==> src/hdl/bpa_pkg.sv <==
package bpa_pkg;

	localparam int WORD_BITS = 32;
	localparam int BIT_W = 5;
	localparam int IDX_W = 12;
	localparam int CNT_W = 13;
	localparam logic [CNT_W-1:0] PAGE_COUNT_RST = 13'd4096;

	typedef enum logic {
		CMD_ALLOC = 1'b0,
		CMD_FREE  = 1'b1
	} cmd_t;

	typedef enum logic [1:0] {
		ST_OK        = 2'd0,
		ST_FULL      = 2'd1,
		ST_RANGE     = 2'd2,
		ST_NOT_ALLOC = 2'd3
	} status_t;

	typedef struct packed {
		cmd_t             cmd;
		logic [IDX_W-1:0] page_index;
	} req_t;

	typedef struct packed {
		status_t          status;
		logic [IDX_W-1:0] alloc_page;
	} rsp_t;

	typedef enum logic [2:0] {
		S_CLEAR,
		S_IDLE,
		S_SCAN,
		S_PICK,
		S_CHECK,
		S_DONE
	} state_t;

	typedef struct packed {
		logic             hit;
		logic [BIT_W-1:0] pos;
	} zpos_t;

	function automatic zpos_t first_zero(input logic [WORD_BITS-1:0] w);
		zpos_t r;
		r.hit = 1'b0;
		r.pos = '0;
		for (int i = WORD_BITS - 1; i >= 0; i--) begin
			if (!w[i]) begin
				r.hit = 1'b1;
				r.pos = BIT_W'(i);
			end
		end
		return r;
	endfunction

endpackage

==> src/hdl/bpa_ram.sv <==
module bpa_ram import bpa_pkg::*; #(
	parameter int DEPTH = 128,
	localparam int AW = (DEPTH > 1) ? $clog2(DEPTH) : 1
) (
	input  logic                 clk,
	input  logic                 we,
	input  logic [AW-1:0]        waddr,
	input  logic [WORD_BITS-1:0] wdata,
	input  logic                 re,
	input  logic [AW-1:0]        raddr,
	output logic [WORD_BITS-1:0] rdata
);

	logic [WORD_BITS-1:0] mem [DEPTH];
	logic [WORD_BITS-1:0] rdata_q;

	always_ff @(posedge clk) begin
		if (we) begin
			mem[waddr] <= wdata;
		end
		if (re) begin
			rdata_q <= mem[raddr];
		end
	end

	assign rdata = rdata_q;

endmodule

==> config.mk <==
export PLATFORM = sky130hd
export DESIGN_NAME = bpa_ram
export DESIGN_NICKNAME = d
export VERILOG_FILES = /design/src/hdl/bpa_pkg.sv /design/src/hdl/bpa_ram.sv
export SDC_FILE = /design/constraint.sdc
export NUM_CORES = 2
export LEC_CHECK = 0
export BUFFER_PORTS_ARGS = -buffer_cell sky130_fd_sc_hd__buf_2
export CAP_MARGIN = 20
export CORE_MARGIN = 1
export CORE_UTILIZATION = 57
export DETAILED_ROUTE_END_ITERATION = 16
export HOLD_SLACK_MARGIN = 0.02
export PLACE_DENSITY = 0.78
export SLEW_MARGIN = 40
export SYNTH_ARGS = -nofsm -noshare
export SYNTH_HDL_FRONTEND = slang
export SYNTH_SLANG_ARGS = --single-unit
==> constraint.sdc <==
create_clock -name clk -period 3.93 [get_ports clk]
set_clock_uncertainty 0.15 [all_clocks]
set_input_delay 0.786 -clock clk [delete_from_list [all_inputs] [get_ports clk]]
set_output_delay 0.786 -clock clk [all_outputs]
set_load 0.02 [all_outputs]
# == Word level (Yosys, flattened, before mapping) ==
# Memory sizes are Yosys's and may differ from the RTL's. A register that Yosys moved wholly into a read port is not among the register bits.
# Cells that the tools add are included.
# word_totals
register_bits,0
out_inout_bits,32
ram_bits,4096
wordCells,3
in_bits,49
mem_count,1
# op_classes
n_mux,2
# memory_table
name,depth,width,read_ports,rd_ports_with_merged_regs,wr,line_no,rtl
mem,128,32,1,1,1,bpa_ram.sv:14,logic [WORD_BITS-1:0] mem [DEPTH];
# op_table
cell,n
$mux W1,2

# == Depth between registers and ports, before layout ==
# logic_depth
word_depth,2
ltp_mapped,8

# == Worst setup path after synthesis ==
# No wires, ideal clock.
# synth_timing
path_kind,in2reg
from,in we
to,mem mem[98][0] (enable)
t_required_ps,3319
setup_ps,461
arrival_ps,3564
stages,3
setup_slack_ps,-245
path_buffers,1
path_cell_list,clkbuf_1 -> nand4_1 -> nor3_1
# synth_between
elab_chain_cells,2
# synth_lines
item,line_no,rtl
start: declaration,bpa_ram.sv:6,"input logic we,"
$mux W1,bpa_ram.sv:18,if (we) begin
$mux W1 (implied by the code),bpa_ram.sv:19,mem[waddr] <= wdata;
end: declaration,bpa_ram.sv:14,
# No other way between the ends.

==> impl_metrics.py <==
metrics = {
    "run_status": {
        "outcome": "finished clean",
    },
    "synth": {
        "synth_area_sq_um": 157000,
        "yosysSeqAreaShare": 0.792,
        "yosysWarnings": 0,
        "yosysTopAreaCell": "edfxtp_1",
        "ys_seq_elements": 4128,
        "yosysUniqueCellTypes": 16,
        "syn-num-nets": 6039,
        "synth_area_leaders": "edfxtp_1 79%, mux4_2 19%, clkbuf_1 0.44%, nor2_1 0.29%, buf_2 0.25%",
        "avgSynthCellArea_sq_um": 26.1,
        "yosysTopAreaCellShare": 0.792,
        "synthCells": 5990,
    },
    "layout": {
        "instances_no_fill": 10600,
        "fin_nets": 6660,
        "mostFrequentLayoutCells": "4,128 x edfxtp_1, 1,344 x mux4_2, 389 x clkbuf_16",
        "syn2layout_area_growth_pct": 15.0,
        "drive_gt1_frac": 0.375,
        "final_util": 0.659,
        "final_common_cell": "edfxtp_1",
        "n_fill_cell": 15200,
    },
    "worst_setup_path": {
        "timing.rr.end": "rdata[24]$_DFFE_PP_",
        "critPathArrivalTime_ps": 4030,
        "r2r-start": "mem[51][24]$_DFFE_PP_",
        "start_kind": "input port",
        "cp_data_required_time_ps": 4420,
        "ff2ff_setup_slack_ps": 810,
        "crit_fanout": 23,
        "worstSetupEndpointType": "flop",
        "r2r.worst_path.cells": 4,
        "crit_type": "input port to flop",
    },
    "die": {
        "initial_core_util": 0.573,
        "num_io_pins": 81,
        "die_h_um": 526,
        "die_area_sq_um": 277000,
        "dieWidth_um": 526,
        "fp-row-count": 192,
        "coreArea_sq_um": 273000,
    },
    "route": {
        "drc": 0,
        "antenna_left": 0,
        "totalWireLength_um": 477000,
        "routedWlPerCell_um": 45.2,
        "routed_via_density": 7.46,
        "dr_total_vias": 78800,
        "first_iter_violations": 15900,
        "drt-pass1-iter-count": 8,
    },
    "global_route": {
        "grt_pass1_wl_um": 639000,
        "grt_max_degree": 129,
        "antenna_found_initial": 61,
        "track_usage": 0.338,
        "grt_pass1_vias": 78500,
        "overflow": 0,
    },
    "sta": {
        "setup_viol": 0,
        "fin_crit_sh": 0.899,
        "holdWs_ps": 138,
        "max_slew_margin": 0.264,
        "slew_violations": 0,
        "fin_setup_tns_ps": 0,
        "hold_violations": 0,
        "tightestPinTransition_ps": 1100,
        "grt_setup_unrepaired": "no",
        "max_freq_mhz": 283,
        "finalCriticalPeriod_ps": 3530,
    },
    "clock_tree": {
        "htreeDepth": 5,
        "ctsHoldBuffers": 0,
        "cts_tree": "done",
        "clk_path_buf_depth": 4,
        "worstSkewPairLatency_ps": 930,
        "cts_root_buffer": "clkbuf_16",
        "cts_resized": 0,
        "cts_buffers": 381,
        "clock-sinks": 4128,
        "cts_setup_buffers": 0,
        "clk_pin_slew_ps": 70,
    },
    "worst_hold_path": {
        "holdPathStages": 1,
        "min_to": "mem[60][17]$_DFFE_PP_",
        "hp-start": "wdata[17]",
        "worstHoldPathType": "input port to flop",
    },
    "power": {
        "powerDensity_nw_per_um2": 510,
        "finalPower_mw": 91.8,
        "leakagePower_nw": 55.5,
        "peakVddDrop_uv": 467,
    },
    "flow_run": {
        "maxCapViolations": 0,
    },
    "placed_design": {
        "hpwl_um": 229000,
        "place_inst": 9814,
        "gp_congestion": 0.839,
        "port_buffers": 80,
    },
}
==> critical path: stages <==
cell and delay [ps]:
buf_12 210, buf_12 200, buf_12 230, buf_4 200, mux4_2 520, mux4_2 640
mux4_2 740, mux2_2 430
==> metal layers <==
layer,part of all wire,global-route usage,wire (um)
met5,0.00051,0,244
met4,0.065,0.181,31000
met3,0.16,0.106,74000
met2,0.48,0.528,228000
met1,0.30,0.426,144000
==> power by group <==
group | switching (mW) | internal, mW
clock | 17.0 | 20.6
sequential | 0.161 | 48.6
combinational | 3.31 | 2.03
==> cells by family (layout without fill, tap and decap cells) <==
logic type | after synthesis | in the layout | synth area share
simple gates | 170 | 170 | 0.00445
other cells | 0 | 50 | 0
flops | 4128 | 4128 | 0.792
mux | 1376 | 1376 | 0.196
buf+inv | 316 | 1243 | 0.00837
==> final cells by class <==
type / instances / area [sq um] / area share
Tap cell: 3589 / 4490 / 0.0249
Clock buffer: 463 / 10000 / 0.0556
Clock inverter: 226 / 2070 / 0.0115
Timing Repair Buffer: 554 / 7150 / 0.0397
Sequential cell: 4128 / 124000 / 0.688
Multi-Input combinational cell: 1546 / 32300 / 0.179
Antenna cell: 50 / 125 / 0.000695
==> stage by stage <==
step	instance area (sq um)	setup WS [ps]
2_1_floorplan	157000	-245
3_3_place_gp	168000	-303
3_5_place_dp	168000	-357
4_1_cts	180000	549
5_1_grt	180000	447
6_report	180000	398
==> flip-flops by register name (all words and copies together) (netlist names) <==
name and flops:
mem 4096, rdata 32
==> worst max-delay path by stage <==
| stage | slack, ps | start | to | cells after the start |
|---|---|---|---|---|
| after floorplan | -240 | we | mem[98][0]$_DFFE_PP_ | 3 |
| after global placement | -300 | raddr[0] | rdata[24]$_DFFE_PP_ | 8 |
| after detailed placement | -360 | raddr[0] | rdata[1]$_DFFE_PP_ | 8 |
| after CTS | 550 | raddr[0] | rdata[1]$_DFFE_PP_ | 8 |
| after global routing | 450 | raddr[0] | rdata[24]$_DFFE_PP_ | 8 |
| final | 400 | raddr[0] | rdata[24]$_DFFE_PP_ | 8 |
==> cells in the mapped netlist <==
cell and count:
mux2_2 32, buf_6 2, nand4_1 3, edfxtp_1 4128
mux4_2 1344, clkbuf_1 182, buf_1 50, buf_4 3
nor2_1 122, nor3_1 9, nand2b_1 2, buf_2 79
or3_1 1, nand2_1 14, nand3_1 12, nor2b_1 7
No activity file was read; power rests on OpenSTA's default activity.
