===== config.mk =====
export PLATFORM = sky130hd
export DESIGN_NAME = bpa_scan
export DESIGN_NICKNAME = d
export VERILOG_FILES = /design/src/hdl/bpa_pkg.sv /design/src/hdl/bpa_scan.sv
export SDC_FILE = /design/constraint.sdc
export NUM_CORES = 1
export LEC_CHECK = 0
export BUFFER_PORTS_ARGS = -buffer_cell sky130_fd_sc_hd__buf_2
export CAP_MARGIN = 15
export CORE_MARGIN = 1.5
export CORE_UTILIZATION = 40
export CTS_CLUSTER_DIAMETER = 30
export CTS_CLUSTER_SIZE = 30
export DETAILED_ROUTE_END_ITERATION = 12
export GPL_TIMING_DRIVEN = 0
export SYNTH_ARGS = -nofsm -noshare
export SYNTH_HDL_FRONTEND = slang
export SYNTH_SLANG_ARGS = --single-unit

===== constraint.sdc =====
create_clock -name clk -period 2.1 [get_ports clk]
set_clock_uncertainty 0.05 [all_clocks]
set_input_delay 0.21 -clock clk [delete_from_list [all_inputs] [get_ports clk]]
set_output_delay 0.21 -clock clk [all_outputs]
set_load 0.03 [all_outputs]

===== src/hdl/bpa_pkg.sv =====
package bpa_pkg;

	localparam int WORD_BITS = 32;
	localparam int BIT_W = 5;
	localparam int IDX_W = 12;
	localparam int CNT_W = 13;
	localparam logic [CNT_W-1:0] PAGE_COUNT_RST = 13'd4096;

	typedef enum logic {
		CMD_ALLOC = 1'b0,
		CMD_FREE  = 1'b1
	} cmd_t;

	typedef enum logic [1:0] {
		ST_OK        = 2'd0,
		ST_FULL      = 2'd1,
		ST_RANGE     = 2'd2,
		ST_NOT_ALLOC = 2'd3
	} status_t;

	typedef struct packed {
		cmd_t             cmd;
		logic [IDX_W-1:0] page_index;
	} req_t;

	typedef struct packed {
		status_t          status;
		logic [IDX_W-1:0] alloc_page;
	} rsp_t;

	typedef enum logic [2:0] {
		S_CLEAR,
		S_IDLE,
		S_SCAN,
		S_PICK,
		S_CHECK,
		S_DONE
	} state_t;

	typedef struct packed {
		logic             hit;
		logic [BIT_W-1:0] pos;
	} zpos_t;

	function automatic zpos_t first_zero(input logic [WORD_BITS-1:0] w);
		zpos_t r;
		r.hit = 1'b0;
		r.pos = '0;
		for (int i = WORD_BITS - 1; i >= 0; i--) begin
			if (!w[i]) begin
				r.hit = 1'b1;
				r.pos = BIT_W'(i);
			end
		end
		return r;
	endfunction

endpackage


===== src/hdl/bpa_scan.sv =====
module bpa_scan import bpa_pkg::*; #(
	parameter int NUM_WORDS = 128,
	localparam int WA = (NUM_WORDS > 1) ? $clog2(NUM_WORDS) : 1,
	localparam int GROUPS = (NUM_WORDS + WORD_BITS - 1) / WORD_BITS,
	localparam int GW = (GROUPS > 1) ? $clog2(GROUPS) : 1
) (
	input  logic          clk,
	input  logic          arst_n,
	input  logic [GW-1:0] grp,
	input  logic          upd_en,
	input  logic [WA-1:0] upd_addr,
	input  logic          upd_full,
	output logic          hit,
	output logic [WA-1:0] word
);

	// One flag per bitmap word, set while every page of that word is in use.
	logic [NUM_WORDS-1:0]        full_q;
	logic [GROUPS*WORD_BITS-1:0] padded;
	zpos_t                       zp;
	logic [GW+BIT_W-1:0]         widx;

	always_ff @(posedge clk or negedge arst_n) begin
		if (!arst_n) begin
			full_q <= '0;
		end else if (upd_en) begin
			full_q[upd_addr] <= upd_full;
		end
	end

	always_comb begin
		padded = '1;
		padded[NUM_WORDS-1:0] = full_q;
	end

	assign zp = first_zero(padded[grp*WORD_BITS +: WORD_BITS]);
	assign widx = {grp, zp.pos};
	assign hit = zp.hit;
	assign word = widx[WA-1:0];

endmodule


# [Yosys cells after proc, flatten, opt, wreduce, memory -nomap -nowiden]
# Cells that the tools add are included.
[op_classes] magnitude_cmp=2 shift=1 muxes=35 reduce_logical=1
[op_table] op="$mux W6" count=32
[op_table] op="$bwmux W128" count=1
[op_table] op="$shiftx A128 B8 Y32" count=1
[op_table] op="$lt A7 B8 Y1 const B" count=1
[op_table] op="$demux W1 S7" count=1
[op_table] op="$ge A7 B1 Y1 const B" count=1
[op_table] op="$logic_and A1 B1 Y1" count=1
[op_table] op="$mux W1" count=1
[totals] register_bits=128 input_bits=13

# [Longest topological paths before layout]
# Gate-level depths: netlist (run 1).
[depth] word_depth=33 mapped_depth=8 ltp_nobuf=5

# [Worst setup path after synthesis (run 1)]
# No wires, ideal clock.
[synth_timing] path_kind="input-to-output" start="input port grp[0]" end="output port word[1]" arrival_time_ps=1981 required_time_ps=1840 setup_slack_ps=-141 cell_stages=7 path_buffers=2 cell_sequence="buf_6 > buf_6 > mux4_2 > nand2_2 > a311oi_1 > o311a_1 > o22ai_1"
[synth_via] elab_chain_len=33
[synth_lines] item="from (decl)" line="bpa_scan.sv:9" text="input logic [GW-1:0] grp,"
[synth_lines] item="$shiftx A128 B8 Y32 (*)" line="bpa_scan.sv:36" text="assign zp = first_zero(padded[grp*WORD_BITS +: WORD_BITS]);"
[synth_lines] item="$mux W6 (31 in a row)" line="bpa_pkg.sv:50" text="if (!w[i]) begin"
[synth_lines] item="$mux W6 (*)" line="bpa_pkg.sv:50"
[synth_lines] item="to (decl)" line="bpa_scan.sv:14" text="output logic [WA-1:0] word"
# Every way passes the cells marked *; elsewhere a longest branch is shown, timed or not.

# [Worst setup path in the final report (run 1)]
[layout_timing] start="register full_q[119]" end="output port word[1]"
[layout_via] elab_chain_len=25
[layout_lines] item="from (decl)" line="bpa_scan.sv:18" text="logic [NUM_WORDS-1:0] full_q;"
[layout_lines] item="from (signal, indexed assignment)" line="bpa_scan.sv:27" text="full_q[upd_addr] <= upd_full;"
[layout_lines] item="$shiftx A128 B8 Y32" line="bpa_scan.sv:36"
[layout_lines] item="$mux W6 (24 in a row)" line="bpa_pkg.sv:50"
# Every way passes these cells.

==> flow_summary_export.csv, run 1 <==
group,metric,value,unit
cts,cts_max_path_buffers,2,
placement,pre_cts_slack,-626.6,ps
logic_synthesis,ys_ff_latch,128,
grt,gr-total-overflow,0,
route,drt_iter0_drc,405,
worst_setup_path,cp.arrival,2240,ps
power_and_ir_drop,comb_power_share,10.7,%
finish,fin_nets,626,
worst_setup_path,crit_required,1840,ps
placement,gp_routability_congestion,0.9156,
worst_setup_path,reg2reg_slack,1160,ps
outcome,status,"finished, violations left",
die,rows,47,
logic_synthesis,netlist_area,0.006741,mm^2
die,die_h,132.8,um
finish,instances_no_fill,846,
worst_setup_path,end_kind,"output port",
placement,dpl_cell_area,0.007138,mm^2
cts,clockRootBuffer,"clkbuf_16",
power_and_ir_drop,p_seq_share,41.9,%
logic_synthesis,yosysTopAreaCell,"dfrtp_1",
logic_synthesis,synth_seq_area_share,47.51,%
logic_synthesis,synth_top_area_share,47.51,%
finish,fillers,1488,
die,io_pins,21,
power_and_ir_drop,power.total,6.615,mW
power_and_ir_drop,p_sw,1.553,mW
worst_setup_path,endpoint,"word[1]",
die,core-area,0.01652,mm^2
outcome,violations,"negative setup slack",
power_and_ir_drop,p_leak,3.423,nW
route,detail-route-antenna-nets,0,
route,wl,17.91,mm
cts,tritoncts,"built",
cts,cts.clk_slew.worst_paths,60,ps
route,drt-pass1-iter-count,5,
worst_setup_path,reg2reg_to,"full_q[109]",
logic_synthesis,synth_fp_nets,588,
sta,fin_crit_sh,118.8,%
grt,antenna_found_initial,0,
sta,slew_headroom,19.59,%
power_and_ir_drop,cell_internal_pwr,5.062,mW
finish,antennaDiodeCount,0,
hold_path,hp-class,"primary input to asynchronous set/reset pin",
worst_setup_path,worstPathMaxFanout,4,
finish,syn_to_final_growth,17.17,%
cts,cts_sinks,128,
worst_setup_path,slowest_delay,560,ps
job,drv_cap,0,
sta,hold_violations,0,
finish,reg_top3,"full_q (128)",
cts,clock_latency,420,ps
finish,drive_gt1_share,35.14,%
worst_setup_path,startpoint_type,"flip-flop",
logic_synthesis,synth_cell_types,40,
die,initial_utilization,40.80,%
logic_synthesis,ys_warn_count,0,
grt,grt_use_total,21.75,%
cts,cts_buffers,17,
finish,top_register,"full_q",
finish,regArea,0.003203,mm^2
worst_setup_path,cp_cell_sequence,"mux4_2 > nand2_4 > a21oi_2 > o311a_1 > o22ai_2 > buf_6",
worst_setup_path,r2r_cells,2,
worst_setup_path,timing.rr.start,"full_q[109]",
sta,setup_viol,6,
power_and_ir_drop,ir_drop,495.1,uV
finish,multi_input_area,0.003416,mm^2
sta,setup_slack,-395.7,ps
placement,hpwl,12.20,mm
route,viasPerCell,5.519,
worst_setup_path,cp_slowest_cell,"mux4_2",
sta,rsz0062_at_grt,"yes",
sta,finalMaxSlewViolations,0,
grt,grt_first_pass_wirelength,28.38,mm
grt,first_global_vias,4956,
sta,timing.final.crit_period,2496,ps
logic_synthesis,syn_inst,575,
power_and_ir_drop,pwr-share-clk,47.4,%
logic_synthesis,yosys-top-cells-area,"dfrtp_1 (48%), mux2_2 (18%), mux4_2 (9.0%)",
sta,worstMarginPinSlew,1197,ps
logic_synthesis,synth_area_per_cell,11.72,um^2
finish,fin_area,0.007899,mm^2
worst_setup_path,critPathLaunch,"full_q[119]",
sta,max_clock_freq,400.7,MHz
worst_setup_path,crit_family,"compound AO/OA/AOI/OAI gates",
route,wire_per_inst,21.17,um
grt,grt_max_degree,101,
power_and_ir_drop,power_density,837.5,mW/mm^2
die,die_w,132.8,um
route,drcViolationCount,0,
placement,portBuffers,15,
cts,cts_max_level,4,
finish,largest_reg_flops,128,
route,vias,4669,
die,die-area,0.01764,mm^2
worst_setup_path,worst-path-buf-inv,1,
placement,dp.cells,811,
worst_setup_path,path_class,"flip-flop to output port",
finish,post-route-util,47.80,%
power_and_ir_drop,switching_share,23.48,%
worst_setup_path,cp.depth,6,
==> cells in the mapped netlist (all sizes together) <==
master and count:
dfrtp 128, mux2 128, nand2 112, nor2 57, mux4 32, clkbuf 29, nor3 12, nand2b 11
buf 9, nand4 8, nand3 7, nor2b 6, and2 4, o21ai 4, or2 4, inv 3
o211ai 3, a21boi 2, a21oi 2, a31oi 2, and3 2, nand3b 2, a311oi 1, a31o 1
nor3b 1, nor4 1, o22ai 1, o311a 1, o311ai 1, or3 1
==> placed cells by master (no fill, tap or decap), types with 8 or more instances in the layout <==
cell type  Yosys  routed
clkbuf_1      29      30
nor3_2         6       8
nand2_1      111     109
buf_2          3      10
clkbuf_16      0      17
nor2_1        57      57
nand4_1        8       8
mux2_2       106     106
mux4_2        27      31
nand2b_1      11      11
dfrtp_1      128     128
mux2_1        22      22
==> cell families (layout without fill, tap and decap cells) <==
| family | Yosys count | count (layout) | share of synthesized area [%] |
|---|---|---|---|
| and+or+nand+nor | 228 | 228 | 15.16 |
| muxes | 160 | 160 | 32.35 |
| DFF | 128 | 128 | 47.51 |
| buffers and inverters | 41 | 92 | 3.081 |
| AOI/OAI and AO/OA | 18 | 18 | 1.893 |
==> power groups by stage <==
stage | Combinational [mW] | Sequential (mW) | Clock [mW]
CTS | 0.703 | 2.77 | 3.18
detailed placement | 0.684 | 2.81 | 0
floorplan | 0.464 | 2.77 | 0
global route | 0.765 | 2.79 | 3.29
finish | 0.705 | 2.77 | 3.14
global placement | 0.661 | 2.80 | 0
==> worst reg2reg max path, cell delays in order (launching register included) <==
cell and delay [ps]:
dfrtp_1 390, buf_4 130, mux2_2 250
==> metal layers <==
| metal | track usage, % | wire (um) | vias to the layer above |
|---|---|---|---|
| met1 | 29.03 | 7872 | 2400 |
| li1 | - | - | 2098 |
| met4 | 10.38 | 503 | 0 |
| met2 | 34.29 | 8525 | 149 |
| met5 | 0 | 0 | - |
| met3 | 4.138 | 1013 | 22 |
==> worst min-delay path by stage <==
stage	endpoint	slack [ps]	cells after the start	from
final	full_q[45]	170	2	arst_n
after CTS	full_q[45]	180	2	arst_n
after floorplan	full_q[0]	-140	0	arst_n
after global placement	full_q[114]	410	1	full_q[114]
after global routing	full_q[45]	200	2	arst_n
after detailed placement	full_q[45]	60	1	arst_n
==> timing repair <==
item | in CTS | in global routing
pin swaps | 8 | 4
endpoints found under the hold margin | 28 | 0
setup buffers | 2 | 0
resized for setup | 22 | 14
setup endpoints to repair | 6 | 6
hold buffers | 1 | 0
==> cell type report <==
type,instances,area share (%)
Inverter,3,0.1426
Tap cell,220,3.485
Clock buffer,21,5.956
Timing Repair Buffer,19,2.043
Multi-Input combinational cell,406,43.24
Clock inverter,11,2.028
Buffer,38,2.550
Sequential cell,128,40.55
==> stage by stage <==
step / hold WS (ps) / setup TNS (ps)
floorplan: -135.6 / 0
global placement: 413.7 / -112200
detailed placement: 55.22 / -2937
CTS: 182.7 / -1760
global route: 200.9 / -2009
finish: 174.1 / -1616
(Power assumes the default switching activity.)
==> run 2, diff against run 1 <==
Settings changed: ABC_AREA set to 1, CTS_CLUSTER_DIAMETER 30 to unset.
==> run 2 against run 1 <==
- the flow still finishes with violations (negative setup slack)
- area after synthesis down 1.1%
- combinational power up 52%
- total power up 3.3%
- flip-flop and latch count unchanged
- core utilization up 3.5 points
- cell count up 31%
- clock power down 9.2%
- die area down 1.1%
- cell area up 6.6%
- hold slack worse by 57 ps
- clock-buffer cell count up 4
- critical endpoint is now word[0]
==> flow_summary_export.csv, run 2 <==
group,metric,value,unit
sta,setup_slack,-1200,ps
logic_synthesis,yosys-top-cells-area,"dfrtp_1 (48%), mux2i_1 (7.8%), nand2_1 (7.8%)",
cts,clockRootBuffer,"clkbuf_16",
worst_setup_path,end_kind,"output port",
grt,grt_use_total,26.34,%
finish,syn_to_final_growth,26.23,%
sta,hold_violations,0,
route,wire_per_inst,20.63,um
power_and_ir_drop,power.total,6.834,mW
die,die-area,0.01745,mm^2
grt,first_global_vias,5865,
grt,grt_max_degree,69,
route,viasPerCell,5.650,
die,io_pins,21,
finish,reg_top3,"full_q (128)",
cts,cts_buffers,17,
cts,clock_latency,420,ps
outcome,status,"finished, violations left",
sta,holdWs,116.9,ps
sta,timing.final.crit_period,3300,ps
placement,dp.cells,1049,
worst_setup_path,crit_required,1840,ps
grt,met3_usage,5.998,%
grt,grt_first_pass_wirelength,34.40,mm
logic_synthesis,syn_inst,808,
sta,slew_headroom,28.07,%
power_and_ir_drop,power_density,812.0,mW/mm^2
logic_synthesis,synth_cell_types,28,
power_and_ir_drop,ir_drop,584.3,uV
placement,dpl_cell_area,0.007197,mm^2
finish,fillers,1542,
finish,fin_nets,891,
logic_synthesis,synth_seq_area_share,48.04,%
placement,pre_cts_slack,-1039,ps
logic_synthesis,synth_area_per_cell,8.252,um^2
logic_synthesis,dominantRegCellSynth,"dfrtp_1",
finish,drive_gt1_share,18.43,%
worst_setup_path,reg2reg_slack,1170,ps
worst_setup_path,startpoint_type,"flip-flop",
logic_synthesis,ys_ff_latch,128,
die,die_h,132.1,um
cts,cts_sinks,128,
finish,mostFrequentLayoutCell,"dfrtp_1",
sta,fin_crit_sh,157.1,%
route,drt-pass1-iter-count,5,
logic_synthesis,ys_warn_count,0,
sta,finalMaxSlewViolations,0,
grt,antenna_found_initial,0,
finish,fin_area,0.008417,mm^2
cts,tritoncts,"built",
sta,setup_viol,6,
logic_synthesis,synthMostInstantiatedCell,"nand2_1",
outcome,violations,"negative setup slack",
placement,gp_routability_congestion,0.8745,
worst_setup_path,path_class,"flip-flop to output port",
logic_synthesis,ys_async_sr_fraction,100.0,%
grt,grt.busiest_layer,"met2",
worst_setup_path,slowest_delay,380,ps
job,drv_cap,0,
finish,mostFrequentLayoutCells,"dfrtp_1 (128), nand2_1 (124), nor2_1 (79), a21oi_1 (75), a31oi_1 (75)",
worst_setup_path,cpMostUsedCell,"nand2_1",
finish,top_register,"full_q",
worst_setup_path,cp_slowest_cell,"dfrtp_1",
logic_synthesis,synth_top_area_share,48.04,%
logic_synthesis,netlist_area,0.006668,mm^2
logic_synthesis,synth_fp_nets,821,
worst_setup_path,worstPathMaxFanout,3,
die,rows,47,
finish,antennaDiodeCount,0,
die,die_w,132.1,um
route,detail-route-antenna-nets,0,
route,wl,22.90,mm
sta,rsz0062_at_grt,"yes",
die,core-area,0.01641,mm^2
route,drcViolationCount,0,
route,vias,6271,
power_and_ir_drop,p_leak,4.308,nW
cts,cts_max_path_buffers,2,
cts,cts.clk_slew.worst_paths,60,ps
grt,grtUsageMet2,41.10,%
logic_synthesis,synth_common_cells,"nand2_1 (138), dfrtp_1 (128), nor2_1 (93)",
placement,portBuffers,20,
sta,max_clock_freq,303.1,MHz
grt,gr-total-overflow,0,
grt,met1_usage,36.40,%
placement,hpwl,14.60,mm
logic_synthesis,synth_edf_count,0,
finish,instances_no_fill,1110,
finish,largest_reg_flops,128,
sta,worstMarginPinSlew,1075,ps
route,drt_iter0_drc,574,
cts,cts_max_level,4,
hold_path,hp-class,"primary input to flip-flop",
logic_synthesis,yosysTopAreaCell,"dfrtp_1",
worst_setup_path,cp.arrival,3040,ps
die,initial_utilization,40.64,%
-- run 2: cell type report --
type	count	area (um^2)	share of cell area [%]
Sequential cell	128	3203	38.06
Multi-Input combinational cell	540	3122	37.09
Timing Repair Buffer	52	578.1	6.868
Clock buffer	25	505.5	6.006
Buffer	65	394.1	4.683
Inverter	74	284.0	3.374
Tap cell	220	275.3	3.270
Clock inverter	6	55.05	0.6541
-- run 2: cell families (layout without fill, tap and decap cells) --
group	after synthesis	count (layout)	synth area share (%)
AOI/OAI and AO/OA	247	247	21.45
and+or+nand+nor	241	241	13.79
buffers and inverters	140	222	8.913
DFF	128	128	48.04
muxes	52	52	7.806
-- run 2: repair_timing --
item	4_1_cts	5_1_grt
gates resized for setup	59	29
hold endpoints to repair	67	0
pin swaps	12	12
setup buffers	11	12
gates cloned	5	1
endpoints found under the setup margin	7	7
hold buffers	1	0
-- run 2: routing by layer --
| layer | vias to the layer above | routed length [um] | part of all wire [%] |
|---|---|---|---|
| li1 | 2888 | - | - |
| met1 | 3060 | 10060 | 44 |
| met2 | 278 | 10550 | 46 |
| met3 | 45 | 1723 | 7.5 |
| met4 | 0 | 565 | 2.5 |
| met5 | - | 0 | 0 |
-- run 2: power by group --
part / internal (mW) / leakage (nW) / switching, mW
sequential: 2.74 / 1.70 / 0.171
combinational: 0.428 / 2.33 / 0.645
clock: 1.77 / 0.283 / 1.08
-- run 2: worst max-delay path, delay by kind of cell, from the launching register on --
family	cells	cell delay, ps
AND/OR/NAND/NOR	27	1610
AO/OA/AOI/OAI	3	490
flip-flops	1	380
buffers and inverters	1	130
-- run 2: final timing paths --
path | start | endpoint | cells after the start
setup / recovery | full_q[60] | word[0] | 31
hold / removal | upd_full | full_q[87] | 3
min in group asynchronous | arst_n | full_q[84] | 2
setup reg to reg | full_q[126] | full_q[126] | 3
hold reg to reg | full_q[37] | full_q[37] | 2
max in group asynchronous | arst_n | full_q[34] | 3
-- run 2: through the flow --
step	setup TNS, ps	util, %
after floorplan	-547.8	-
after detailed placement	-18870	43.86
after global placement	-157820	43.66
after global routing	-5421	51.30
after CTS	-4238	50.06
final	-4721	51.30
